### src/hdl/far_pkg.sv
// ----------------------------------------------------------------------------
// far_pkg
// Shared types and constants for the fraction arithmetic reduce block.
// ----------------------------------------------------------------------------
package far_pkg;

   localparam int OperandWidth = 16;
   localparam int MagWidth     = 2 * OperandWidth + 1;
   localparam int NumWidth     = 33;
   localparam int DenWidth     = 31;
   localparam int RemWidth     = 30;
   localparam int CountWidth   = $clog2(MagWidth + 1);

   localparam logic [1:0] OP_ADD = 2'd0;
   localparam logic [1:0] OP_SUB = 2'd1;
   localparam logic [1:0] OP_MUL = 2'd2;
   localparam logic [1:0] OP_DIV = 2'd3;

   localparam logic [1:0] ST_OK       = 2'd0;
   localparam logic [1:0] ST_ZERO_DEN = 2'd1;
   localparam logic [1:0] ST_DIV_ZERO = 2'd2;

   // Datapath commands from the controller
   typedef struct packed {
      logic load;
      logic form;
      logic gcd_start;
      logic div_num_start;
      logic div_den_start;
      logic div_whole_start;
      logic div_step;
      logic finish;
   } cmd_type;

   // Status back to the controller
   typedef struct packed {
      logic err;
      logic gcd_done;
      logic div_done;
   } stat_type;

endpackage

### src/hdl/far_datapath.sv
// ----------------------------------------------------------------------------
// far_datapath
// Cross multiplication, Euclid by restoring division, reduction and whole part.
// ----------------------------------------------------------------------------
module far_datapath (
   input  logic                            clock,
   input  logic                            reset,
   input  logic [1:0]                      req_opcode,
   input  logic [far_pkg::OperandWidth-1:0] req_left_num,
   input  logic [far_pkg::OperandWidth-1:0] req_left_den,
   input  logic [far_pkg::OperandWidth-1:0] req_right_num,
   input  logic [far_pkg::OperandWidth-1:0] req_right_den,
   input  far_pkg::cmd_type                cmd,
   output far_pkg::stat_type               stat,
   output logic [far_pkg::NumWidth-1:0]    rsp_result_num,
   output logic [far_pkg::DenWidth-1:0]    rsp_result_den,
   output logic [far_pkg::NumWidth-1:0]    rsp_whole_part,
   output logic [far_pkg::RemWidth-1:0]    rsp_remainder_mag,
   output logic [1:0]                      rsp_status
);
   import far_pkg::*;

   localparam int W  = OperandWidth;
   localparam int PW = 2 * W;

   // operand registers (sign-magnitude)
   logic [1:0]   op_ff;
   logic [W:0]   ln_ff, ld_ff, rn_ff, rd_ff;
   logic         lns_ff, lds_ff, rns_ff, rds_ff;
   // products
   logic [PW-1:0] p0_ff, p1_ff;
   logic          p0s_ff, p1s_ff;
   logic          phase_ff;
   // working values
   logic [MagWidth-1:0] num_ff, den_ff, a_ff, b_ff;
   logic                nneg_ff, dneg_ff;
   logic                err_ff;
   logic [1:0]          status_ff;
   // divider
   logic [MagWidth-1:0] dq_ff, dr_ff, dd_ff;
   logic [CountWidth-1:0] dcnt_ff;
   logic                dbusy_ff, ddone_ff;
   logic [1:0]          dmode_ff;
   logic [MagWidth-1:0] quo_ff;

   localparam logic [1:0] DM_GCD = 2'd0, DM_NUM = 2'd1, DM_DEN = 2'd2, DM_WHOLE = 2'd3;

   function automatic logic [W:0] mag_of(input logic [W-1:0] v);
      return v[W-1] ? ({1'b0, ~v} + 1'b1) : {1'b0, v};
   endfunction

   logic [MagWidth:0]   trial;
   logic [MagWidth-1:0] rsh;
   logic [W:0]          ma, mb;
   logic                sa, sb;
   logic [PW-1:0]       prod;
   logic [MagWidth-1:0] e0, e1;
   logic                neg;

   assign rsh   = {dr_ff[MagWidth-2:0], dq_ff[MagWidth-1]};
   assign trial = {1'b0, rsh} - {1'b0, dd_ff};
   assign neg   = (num_ff != '0) && (nneg_ff != dneg_ff);
   assign e0    = {{(MagWidth-PW){1'b0}}, p0_ff};
   assign e1    = {{(MagWidth-PW){1'b0}}, p1_ff};

   // select multiplier operands by phase
   always_comb begin
      if (!phase_ff) begin
         ma = ln_ff; sa = lns_ff;
         mb = (op_ff == OP_MUL) ? rn_ff : rd_ff;
         sb = (op_ff == OP_MUL) ? rns_ff : rds_ff;
      end else begin
         ma = ld_ff; sa = lds_ff;
         mb = (op_ff == OP_DIV) ? rn_ff : rd_ff;
         sb = (op_ff == OP_DIV) ? rns_ff : rds_ff;
         if (op_ff == OP_ADD || op_ff == OP_SUB) begin
            ma = rn_ff; sa = rns_ff ^ (op_ff == OP_SUB);
            mb = ld_ff; sb = lds_ff;
         end
      end
      prod = PW'(ma[W-1:0] * mb[W-1:0]) + (ma[W] ? PW'(mb[W-1:0]) << W : '0)
           + (mb[W] ? PW'(ma) << W : '0);
   end

   always_ff @(posedge clock) begin
      if (reset) begin
         dbusy_ff <= 1'b0;
         ddone_ff <= 1'b0;
         phase_ff <= 1'b0;
         err_ff   <= 1'b0;
      end else begin
         ddone_ff <= 1'b0;
         // capture operands and check errors
         if (cmd.load) begin
            op_ff  <= req_opcode;
            ln_ff  <= mag_of(req_left_num);  lns_ff <= req_left_num[W-1];
            ld_ff  <= mag_of(req_left_den);  lds_ff <= req_left_den[W-1];
            rn_ff  <= mag_of(req_right_num); rns_ff <= req_right_num[W-1];
            rd_ff  <= mag_of(req_right_den); rds_ff <= req_right_den[W-1];
            phase_ff <= 1'b0;
            if (req_left_den == '0 || req_right_den == '0) begin
               err_ff <= 1'b1; status_ff <= ST_ZERO_DEN;
            end else if (req_opcode == OP_DIV && req_right_num == '0) begin
               err_ff <= 1'b1; status_ff <= ST_DIV_ZERO;
            end else begin
               err_ff <= 1'b0; status_ff <= ST_OK;
            end
         end
         // two multiplier passes, then combine
         if (cmd.form) begin
            if (!phase_ff) begin
               p0_ff <= prod; p0s_ff <= (prod != '0) && (sa ^ sb);
               phase_ff <= 1'b1;
            end else begin
               p1_ff <= prod; p1s_ff <= (prod != '0) && (sa ^ sb);
               phase_ff <= 1'b0;
            end
         end
         if (cmd.gcd_start) begin
            // combine products into num/den
            if (op_ff == OP_ADD || op_ff == OP_SUB) begin
               den_ff  <= {{(MagWidth-W-W){1'b0}}, PW'(ld_ff * rd_ff)};
               dneg_ff <= lds_ff ^ rds_ff;
               if (p0s_ff == p1s_ff) begin
                  num_ff <= e0 + e1; nneg_ff <= p0s_ff;
               end else if (p0_ff >= p1_ff) begin
                  num_ff <= e0 - e1; nneg_ff <= p0s_ff;
               end else begin
                  num_ff <= e1 - e0; nneg_ff <= p1s_ff;
               end
               a_ff <= '0; b_ff <= '0;
            end else begin
               num_ff <= e0; nneg_ff <= p0s_ff;
               den_ff <= e1; dneg_ff <= p1s_ff;
            end
            dbusy_ff <= 1'b0;
         end
         // start a divide: num/g, den/g, num/den
         if (cmd.div_num_start || cmd.div_den_start || cmd.div_whole_start) begin
            dbusy_ff <= 1'b1;
            dcnt_ff  <= CountWidth'(MagWidth);
            dr_ff    <= '0;
            if (cmd.div_num_start) begin
               dq_ff <= num_ff; dd_ff <= a_ff; dmode_ff <= DM_NUM;
            end else if (cmd.div_den_start) begin
               dq_ff <= den_ff; dd_ff <= a_ff; dmode_ff <= DM_DEN;
            end else begin
               dq_ff <= num_ff; dd_ff <= den_ff; dmode_ff <= DM_WHOLE;
            end
         end
         // Euclid: a = num, b = den; iterate a mod b
         if (cmd.div_step) begin
            if (dmode_ff == DM_GCD && !dbusy_ff) begin
               if (b_ff == '0) begin
                  ddone_ff <= 1'b1;
               end else begin
                  dbusy_ff <= 1'b1; dcnt_ff <= CountWidth'(MagWidth);
                  dr_ff <= '0; dq_ff <= a_ff; dd_ff <= b_ff;
               end
            end else if (dbusy_ff) begin
               dcnt_ff <= dcnt_ff - 1'b1;
               if (!trial[MagWidth]) begin
                  dr_ff <= trial[MagWidth-1:0];
                  dq_ff <= {dq_ff[MagWidth-2:0], 1'b1};
               end else begin
                  dr_ff <= rsh;
                  dq_ff <= {dq_ff[MagWidth-2:0], 1'b0};
               end
               if (dcnt_ff == CountWidth'(1)) begin
                  dbusy_ff <= 1'b0;
                  if (dmode_ff == DM_GCD) begin
                     a_ff <= b_ff;
                     b_ff <= trial[MagWidth] ? rsh : trial[MagWidth-1:0];
                  end else begin
                     ddone_ff <= 1'b1;
                     quo_ff <= {dq_ff[MagWidth-2:0], ~trial[MagWidth]};
                     if (dmode_ff == DM_NUM) num_ff <= {dq_ff[MagWidth-2:0], ~trial[MagWidth]};
                     if (dmode_ff == DM_DEN) den_ff <= {dq_ff[MagWidth-2:0], ~trial[MagWidth]};
                  end
               end
            end
         end
         // seed Euclid in the cycle after forming num/den
         if (cmd.finish) begin
            a_ff <= num_ff; b_ff <= den_ff; dmode_ff <= DM_GCD;
         end
      end
   end

   assign stat.err      = err_ff;
   assign stat.gcd_done = ddone_ff && dmode_ff == DM_GCD;
   assign stat.div_done = ddone_ff && dmode_ff != DM_GCD;

   // result fields, zeroed on error (denominator one)
   always_comb begin
      rsp_status = status_ff;
      if (err_ff) begin
         rsp_result_num = '0; rsp_result_den = DenWidth'(1);
         rsp_whole_part = '0; rsp_remainder_mag = '0;
      end else begin
         rsp_result_num = neg ? NumWidth'(-num_ff) : NumWidth'(num_ff);
         rsp_result_den = den_ff[DenWidth-1:0];
         rsp_whole_part = (neg && quo_ff != '0) ? NumWidth'(-quo_ff) : NumWidth'(quo_ff);
         rsp_remainder_mag = dr_ff[RemWidth-1:0];
      end
   end

endmodule

### src/hdl/far_ctrl.sv
// ----------------------------------------------------------------------------
// far_ctrl
// Sequencer for load, multiply, gcd, reduce and whole-part division.
// ----------------------------------------------------------------------------
module far_ctrl (
   input  logic              clock,
   input  logic              reset,
   input  logic              start,
   output logic              busy,
   output logic              rsp_valid,
   output far_pkg::cmd_type  cmd,
   input  far_pkg::stat_type stat
);
   import far_pkg::*;

   localparam logic [3:0] S_IDLE = 4'd0, S_CHECK = 4'd1, S_MUL0 = 4'd2, S_MUL1 = 4'd3,
                          S_FORM = 4'd4, S_SEED = 4'd5, S_GCD = 4'd6, S_DNUM = 4'd7,
                          S_WNUM = 4'd8, S_DDEN = 4'd9, S_WDEN = 4'd10, S_DWH = 4'd11,
                          S_WWH = 4'd12, S_OUT = 4'd13;

   logic [3:0] state_ff, state_in;

   always_comb begin
      cmd = '0;
      state_in = state_ff;
      unique case (state_ff)
         S_IDLE:  if (start) begin cmd.load = 1'b1; state_in = S_CHECK; end
         S_CHECK: state_in = stat.err ? S_OUT : S_MUL0;
         S_MUL0:  begin cmd.form = 1'b1; state_in = S_MUL1; end
         S_MUL1:  begin cmd.form = 1'b1; state_in = S_FORM; end
         S_FORM:  begin cmd.gcd_start = 1'b1; state_in = S_SEED; end
         S_SEED:  begin cmd.finish = 1'b1; state_in = S_GCD; end
         S_GCD:   begin cmd.div_step = 1'b1; if (stat.gcd_done) state_in = S_DNUM; end
         S_DNUM:  begin cmd.div_num_start = 1'b1; state_in = S_WNUM; end
         S_WNUM:  begin cmd.div_step = 1'b1; if (stat.div_done) state_in = S_DDEN; end
         S_DDEN:  begin cmd.div_den_start = 1'b1; state_in = S_WDEN; end
         S_WDEN:  begin cmd.div_step = 1'b1; if (stat.div_done) state_in = S_DWH; end
         S_DWH:   begin cmd.div_whole_start = 1'b1; state_in = S_WWH; end
         S_WWH:   begin cmd.div_step = 1'b1; if (stat.div_done) state_in = S_OUT; end
         S_OUT:   state_in = S_IDLE;
         default: state_in = S_IDLE;
      endcase
   end

   always_ff @(posedge clock) begin
      if (reset) state_ff <= S_IDLE;
      else       state_ff <= state_in;
   end

   assign busy      = state_ff != S_IDLE;
   assign rsp_valid = state_ff == S_OUT;

endmodule

### src/hdl/fraction_arithmetic_reduce.sv
// ----------------------------------------------------------------------------
// fraction_arithmetic_reduce
// Fraction add/sub/mul/div with gcd reduction and mixed-form whole part.
// ----------------------------------------------------------------------------
// One item at a time; busy holds through the result beat, and the next item
// is taken in the cycle after it at the earliest.
// The restoring divider (one quotient bit a cycle) sets the latency.
// Errors go from accept through the check state to the result beat. Synchronous reset to idle.
// The result beat is shown for one cycle; the receiver cannot stall.
module fraction_arithmetic_reduce (
   input  logic                            clock,
   input  logic                            reset,
   input  logic                            start,
   output logic                            busy,
   input  logic [1:0]                      req_opcode,
   input  logic [far_pkg::OperandWidth-1:0] req_left_num,
   input  logic [far_pkg::OperandWidth-1:0] req_left_den,
   input  logic [far_pkg::OperandWidth-1:0] req_right_num,
   input  logic [far_pkg::OperandWidth-1:0] req_right_den,
   output logic                            rsp_valid,
   output logic [far_pkg::NumWidth-1:0]    rsp_result_num,
   output logic [far_pkg::DenWidth-1:0]    rsp_result_den,
   output logic [far_pkg::NumWidth-1:0]    rsp_whole_part,
   output logic [far_pkg::RemWidth-1:0]    rsp_remainder_mag,
   output logic [1:0]                      rsp_status
);
   import far_pkg::*;

   cmd_type  cmd;
   stat_type stat;

   far_ctrl u_ctrl (
      .clock, .reset, .start, .busy, .rsp_valid, .cmd, .stat
   );

   far_datapath u_dp (
      .clock, .reset, .req_opcode, .req_left_num, .req_left_den, .req_right_num,
      .req_right_den, .cmd, .stat, .rsp_result_num, .rsp_result_den,
      .rsp_whole_part, .rsp_remainder_mag, .rsp_status
   );

endmodule

### config.mk
export PLATFORM = sky130hd
export DESIGN_NAME = fraction_arithmetic_reduce
export DESIGN_NICKNAME = d
export VERILOG_FILES = /design/src/hdl/far_pkg.sv /design/src/hdl/far_datapath.sv /design/src/hdl/far_ctrl.sv /design/src/hdl/fraction_arithmetic_reduce.sv
export SDC_FILE = /design/constraint.sdc
export NUM_CORES = 2
export LEC_CHECK = 0
export ABC_AREA = 1
export BUFFER_PORTS_ARGS = -buffer_cell sky130_fd_sc_hd__buf_2
export CELL_PAD_IN_SITES_DETAIL_PLACEMENT = 1
export CELL_PAD_IN_SITES_GLOBAL_PLACEMENT = 1
export CORE_MARGIN = 4
export CORE_UTILIZATION = 45
export CTS_CLUSTER_SIZE = 30
export DETAILED_ROUTE_END_ITERATION = 7
export GPL_TIMING_DRIVEN = 0
export PLACE_DENSITY = 0.87
export SETUP_SLACK_MARGIN = 0.1
export SLEW_MARGIN = 0
export SYNTH_ARGS = -nofsm -noshare
export SYNTH_HDL_FRONTEND = slang
export SYNTH_SLANG_ARGS = --single-unit
### constraint.sdc
create_clock -name clock -period 11.15 [get_ports clock]
set_clock_uncertainty 0.1 [all_clocks]
set_input_delay 1.115 -clock clock [delete_from_list [all_inputs] [get_ports clock]]
set_output_delay 1.115 -clock clock [all_outputs]
set_load 0.05 [all_outputs]
* Word level (Yosys, flattened, before mapping)
Cells that the tools add are included.
** Operators by class
- Add/subtract/negate cells :: 13
- Multipliers :: 2
- $lt $le $gt $ge :: 1
- Equal/unequal tests :: 27
- Mux-type cells :: 124
- Bitwise logic cells :: 13
- Reduce and logical (&&, ||, !) cells :: 36
** Operator list (number)
- $mux 33 :: 56
- $mux 17 :: 6
- $mux 32 :: 3
- $add 16x1->17 const B :: 4
- $neg 33->33 :: 2
- $reduce_bool 33->1 :: 2
- $sub 32x32->33 :: 2
- $add 32x32->32 :: 2
- $not 16->16 :: 4
- $mux 15 :: 4
- $pmux 4 s13 :: 1
- $logic_not 16->1 :: 3
- $mux 1 :: 38
- $sub 33x33->34 :: 1
- $add 32x32->33 :: 1
- $logic_not 33->1 :: 1
- $ge 32x32->1 :: 1
- $mul 16x16->32 :: 1
- $mul 17x17->32 :: 1
- $reduce_bool 32->1 :: 1
- $mux 31 :: 1
- $mux 30 :: 1
- $mux 6 :: 5
- $eq 4x4->1 const B :: 6
- other kinds (27) :: 69
** Storage, ports and cells
- Bits in registers :: 424
- Bits of input ports :: 69
- Output and inout port bits :: 131
- Word-level logic and storage cells :: 251

* Logic depth before layout (Yosys ltp)
- Word-level depth :: 11
- Gate-level depth with buffers :: 38
- Depth with buffers taken out :: 37

* Cells and area by module
From an unflattened synthesis, not the netlist that was laid out.
** Unflattened totals
- Cells, all modules :: 7669
- Area total of the unflattened synthesis :: 55054.1 um^2
** Modules (own cells, without submodules)
- far_datapath :: instances 1, cells an instance 7612, area an instance 54717.5 um^2, sequential area each 12542.0 um^2
- far_ctrl :: instances 1, cells an instance 57, area an instance 336.6 um^2, sequential area each 80.1 um^2

* Worst setup path before layout
OpenSTA, ideal clock, no wires.
- Kind :: input port to flip-flop
- Start :: input port reset
- End :: register u_dp.p1_ff[0], enable pin
- Arrival :: 8.544 ns
- Setup slack :: 2.042 ns
- Stages on the path :: 3
- Path buffers :: 0
- Cell sequence :: inv_1 > nand2_1 > nor3_1
** On the way
- Word-level cells in the longest chain between the ends :: 2
** Ends and longest elaborated chain
- start: declaration :: line fraction_arithmetic_reduce.sv:12 : input logic reset,
- $not 1->1 (no source line)
- $reduce_and 3->1 (no source line)
- end signal: assignment :: line far_datapath.sv:115 : p1_ff <= prod; p1s_ff <= (prod != '0) && (sa ^ sb);
- end: declaration :: line far_datapath.sv:31 : logic [PW-1:0] p0_ff, p1_ff;
No other way between the ends.
A chain may end at the register's enable or synchronous reset.

* Worst setup path after layout
- Start :: register u_dp.phase_ff
- End :: register u_dp.p0s_ff (data pin)
** On the way
- Word-level cells in the longest chain between the ends :: 6
- Elaborated cells between the ends (all ways) :: 12
** Ends and longest elaborated chain
- start: declaration :: line far_datapath.sv:33 : logic phase_ff;
- start signal: assignment :: line far_datapath.sv:89 : phase_ff <= 1'b0;
- start signal: assignment :: line far_datapath.sv:100 : phase_ff <= 1'b0;
- start signal: assignment :: line far_datapath.sv:113 : phase_ff <= 1'b1;
- $mux 17 :: line far_datapath.sv:68 : if (!phase_ff) begin
- $mul 16x16->32 / $mux 32 (equally long branches) :: line far_datapath.sv:81 : prod = PW'(ma[W-1:0] * mb[W-1:0]) + (ma[W] ? PW'(mb[W-1:0]) << W : '0)
- $add 32x32->32 :: line far_datapath.sv:81
- $add 32x32->32 * :: line far_datapath.sv:82 : + (mb[W] ? PW'(ma) << W : '0);
- named net u_dp.prod[22] :: line far_datapath.sv:56 : logic [PW-1:0] prod;
- $reduce_bool 32->1 * :: line far_datapath.sv:112 : p0_ff <= prod; p0s_ff <= (prod != '0) && (sa ^ sb);
- $logic_and 1x1->1 * :: line far_datapath.sv:112
- end signal: assignment :: line far_datapath.sv:112
- end: declaration :: line far_datapath.sv:32 : logic p0s_ff, p1s_ff;
Mark *: on every way through the listed nets, which the timed path passes. The rest lies on a longest branch.

==> flow_metrics.py <==
metrics = {
    "status": {
        "status": "finished, final reports clean",
    },
    "run": {
        "cap_violations": 0,
    },
    "critical_path": {
        "cp_max_fo": 10,
        "cpMostUsedCell": "fa_1",
        "cp_slowest_cell": "o21ai_1",
        "crit_type": "reg -> reg",
        "start_kind": "flip-flop",
        "slowest_delay_ps": 800,
        "crit_arrival_ps": 9590,
        "required_ps": 11460,
        "endpoint_kind": "flip-flop",
    },
    "floorplanning": {
        "io_pins": 200,
        "die_y_um": 356,
        "core_area_um2": 120000,
        "die_width_um": 356,
        "rows": 127,
        "die-area_um2": 127000,
        "initial_core_util_pct": 45.4,
    },
    "sta": {
        "fmax_ghz": 0.108,
        "hold_viol_final": 0,
        "period_needed_ps": 9290,
        "setup_violations": 0,
        "fin_crit_sh_pct": 83.3,
        "worst_slew_pin_slew_ps": 1400,
        "rsz0062_at_grt": "false",
        "finalMaxSlewViolations": 0,
        "slew_headroom_pct": 6.11,
    },
    "finish": {
        "fill_cells": 15800,
        "drive_gt1_share_pct": 6.29,
        "fin_nets": 8791,
        "fin_util_pct": 49.5,
        "area_delta_synth_final_pct": 9.18,
    },
    "synth": {
        "synth_cells": 7639,
        "yosys.area.top_type": "edfxtp_1",
        "synth_top_area_share_pct": 22.9,
        "synthTopCellsByArea": "edfxtp_1 23%, fa_1 16%, nand2_1 14%",
        "ys.flop_type": "edfxtp_1",
        "synth.distinct_cells": 64,
        "synth-seq-area-share_pct": 23.2,
        "avgSynthCellArea_um2": 7.13,
        "yosysWarnings": 0,
        "yosysMostFrequentCell": "nand2_1",
        "synth_common_cells": "1969 x nand2_1, 1469 x inv_1, 769 x nor2_1, 448 x fa_1, 415 x edfxtp_1",
        "async_flop_share_pct": 0,
        "synth_edf_count": 415,
        "synth_area_um2": 54500,
        "synth_seq_cells": 423,
    },
    "clocking": {
        "clk_latency_ps": 650,
        "h-tree-depth": 2,
        "clockBufferDepth": 3,
        "postCtsHoldBufs": 0,
        "ctsResizeCount": 0,
        "post_cts_buffers": 0,
        "cts_tree": "done",
        "clock-sinks": 423,
        "numCtsBuffers": 51,
        "cts.reportedPaths.clkPinSlew_ps": 60,
        "cts_root_buf": "clkbuf_16",
    },
    "route": {
        "drcViolationCount": 0,
        "wl_per_cell_um": 25.3,
        "antenna_left": 0,
        "routed_wl_um": 242000,
        "routed_via_density": 5.80,
        "vias": 55500,
        "drt_iter0_drc": 5767,
        "drt-pass1-iter-count": 6,
    },
    "placed_design": {
        "dp_hpwl_um": 201000,
        "port_buffers": 199,
        "routabilityCongestion": 1.03,
    },
    "global_route": {
        "grt_max_degree": 127,
        "grt_pass1_vias": 58400,
        "grt_remaining_overflow": 0,
        "grt_usage_pct": 37.5,
        "grt_pass1_wl_um": 358000,
        "antenna_found_initial": 24,
    },
    "min_path": {
        "hold_class": "reg -> reg",
    },
}
path summary, 6_finish.rpt:
kind | start | to | slack [ps] | cells after the start
worst max-delay path | u_dp.phase_ff | u_dp.p0s_ff | 1860 | 29
worst min-delay path | u_dp.dq_ff[31] | u_dp.quo_ff[32] | 380 | 0
worst max register to register | u_dp.phase_ff | u_dp.p0s_ff | 1860 | 29
worst min register to register | u_dp.dq_ff[31] | u_dp.quo_ff[32] | 380 | 0
metrics by stage:
stage               instances  TNS (ps)  area (um2)  hold slack [ps]  setup slack, ps
floorplan                7642         0       54500              326             2040
global placement         9453    -94080       57500              366            -2370
detailed placement       9466         0       57700              360             1960
CTS                      9560         0       59500              375             1930
global route             9560         0       59500              396             1540
finish                   9569         0       59500              378             1860
metal layers:
layer	GRT usage, %	part of all wire [%]
met3	6.83	8.9
met5	0	0.043
met4	22.3	7.3
met2	61.3	46
met1	46.2	38
cell families after synthesis:
kind of cell / after synthesis / synth area share, %
buffers and inverters: 1818 / 13.0
and+or+nand+nor: 3306 / 24.8
AOI/OAI and AO/OA: 1111 / 11.4
DFF: 423 / 23.2
adders and majority gates: 815 / 24.9
muxes: 8 / 0.147
xor gates and xnor gates: 157 / 2.52
other: 1 / 0.00688
cells in the final DEF (no fill, tap or decap), types with 14 or more instances in the layout:
master     count
buf_6         22
nand4_1       61
o22ai_1       33
nand2_1     1969
xor2_1       114
a22oi_1       14
nor2_4        14
inv_1       1468
a31oi_1       66
clkbuf_16     51
clkbuf_1     177
inv_2         29
buf_2        258
nor2_1       767
a21oi_1      380
edfxtp_1     415
ha_1         367
nor4_1        20
buf_1         39
nor3_1        69
xnor2_1       43
o21bai_1      24
buf_4         30
clkinv_1      16
o21ai_0      403
o211ai_1      69
a21o_1        17
nand3_1      322
nor2_2        21
fa_1         448
o21ai_1       39
final cells by class:
cell class | count | area [um2] | share of cell area [%]
Sequential cell | 423 | 12600 | 21.2
Buffer | 309 | 1440 | 2.42
Timing Repair Buffer | 212 | 1170 | 1.97
Clock inverter | 35 | 439 | 0.738
Clock buffer | 59 | 1310 | 2.20
Tap cell | 1612 | 2020 | 3.39
Inverter | 1509 | 5680 | 9.54
Antenna cell | 9 | 22.5 | 0.0379
Multi-Input combinational cell | 5401 | 34800 | 58.5
registers in the layout, indices dropped and copies added (netlist names), 2 cells and up:
signal	count
u_dp.b_ff	33
u_dp.rd_ff	17
u_dp.op_ff	2
u_dp.quo_ff	33
u_dp.rn_ff	17
u_dp.p1_ff	32
u_dp.dcnt_ff	6
u_dp.rsp_status	2
u_dp.dd_ff	33
u_dp.dmode_ff	2
u_ctrl.state_ff	4
u_dp.num_ff	33
u_dp.ln_ff	17
u_dp.den_ff	33
u_dp.dq_ff	33
u_dp.ld_ff	17
u_dp.p0_ff	32
u_dp.dr_ff	32
u_dp.a_ff	33
critical path, delay by kind of cell, from the launching register on:
kind	cells	cell delay, ps
buffers and inverters	8	1790
DFF	1	370
adders and majority gates	7	3360
AOI/OAI and AO/OA	4	1900
and+or+nand+nor	10	1510
Power is not shown: default switching activity piles up to over one toggle a cycle in this logic, so the estimate is an artifact.
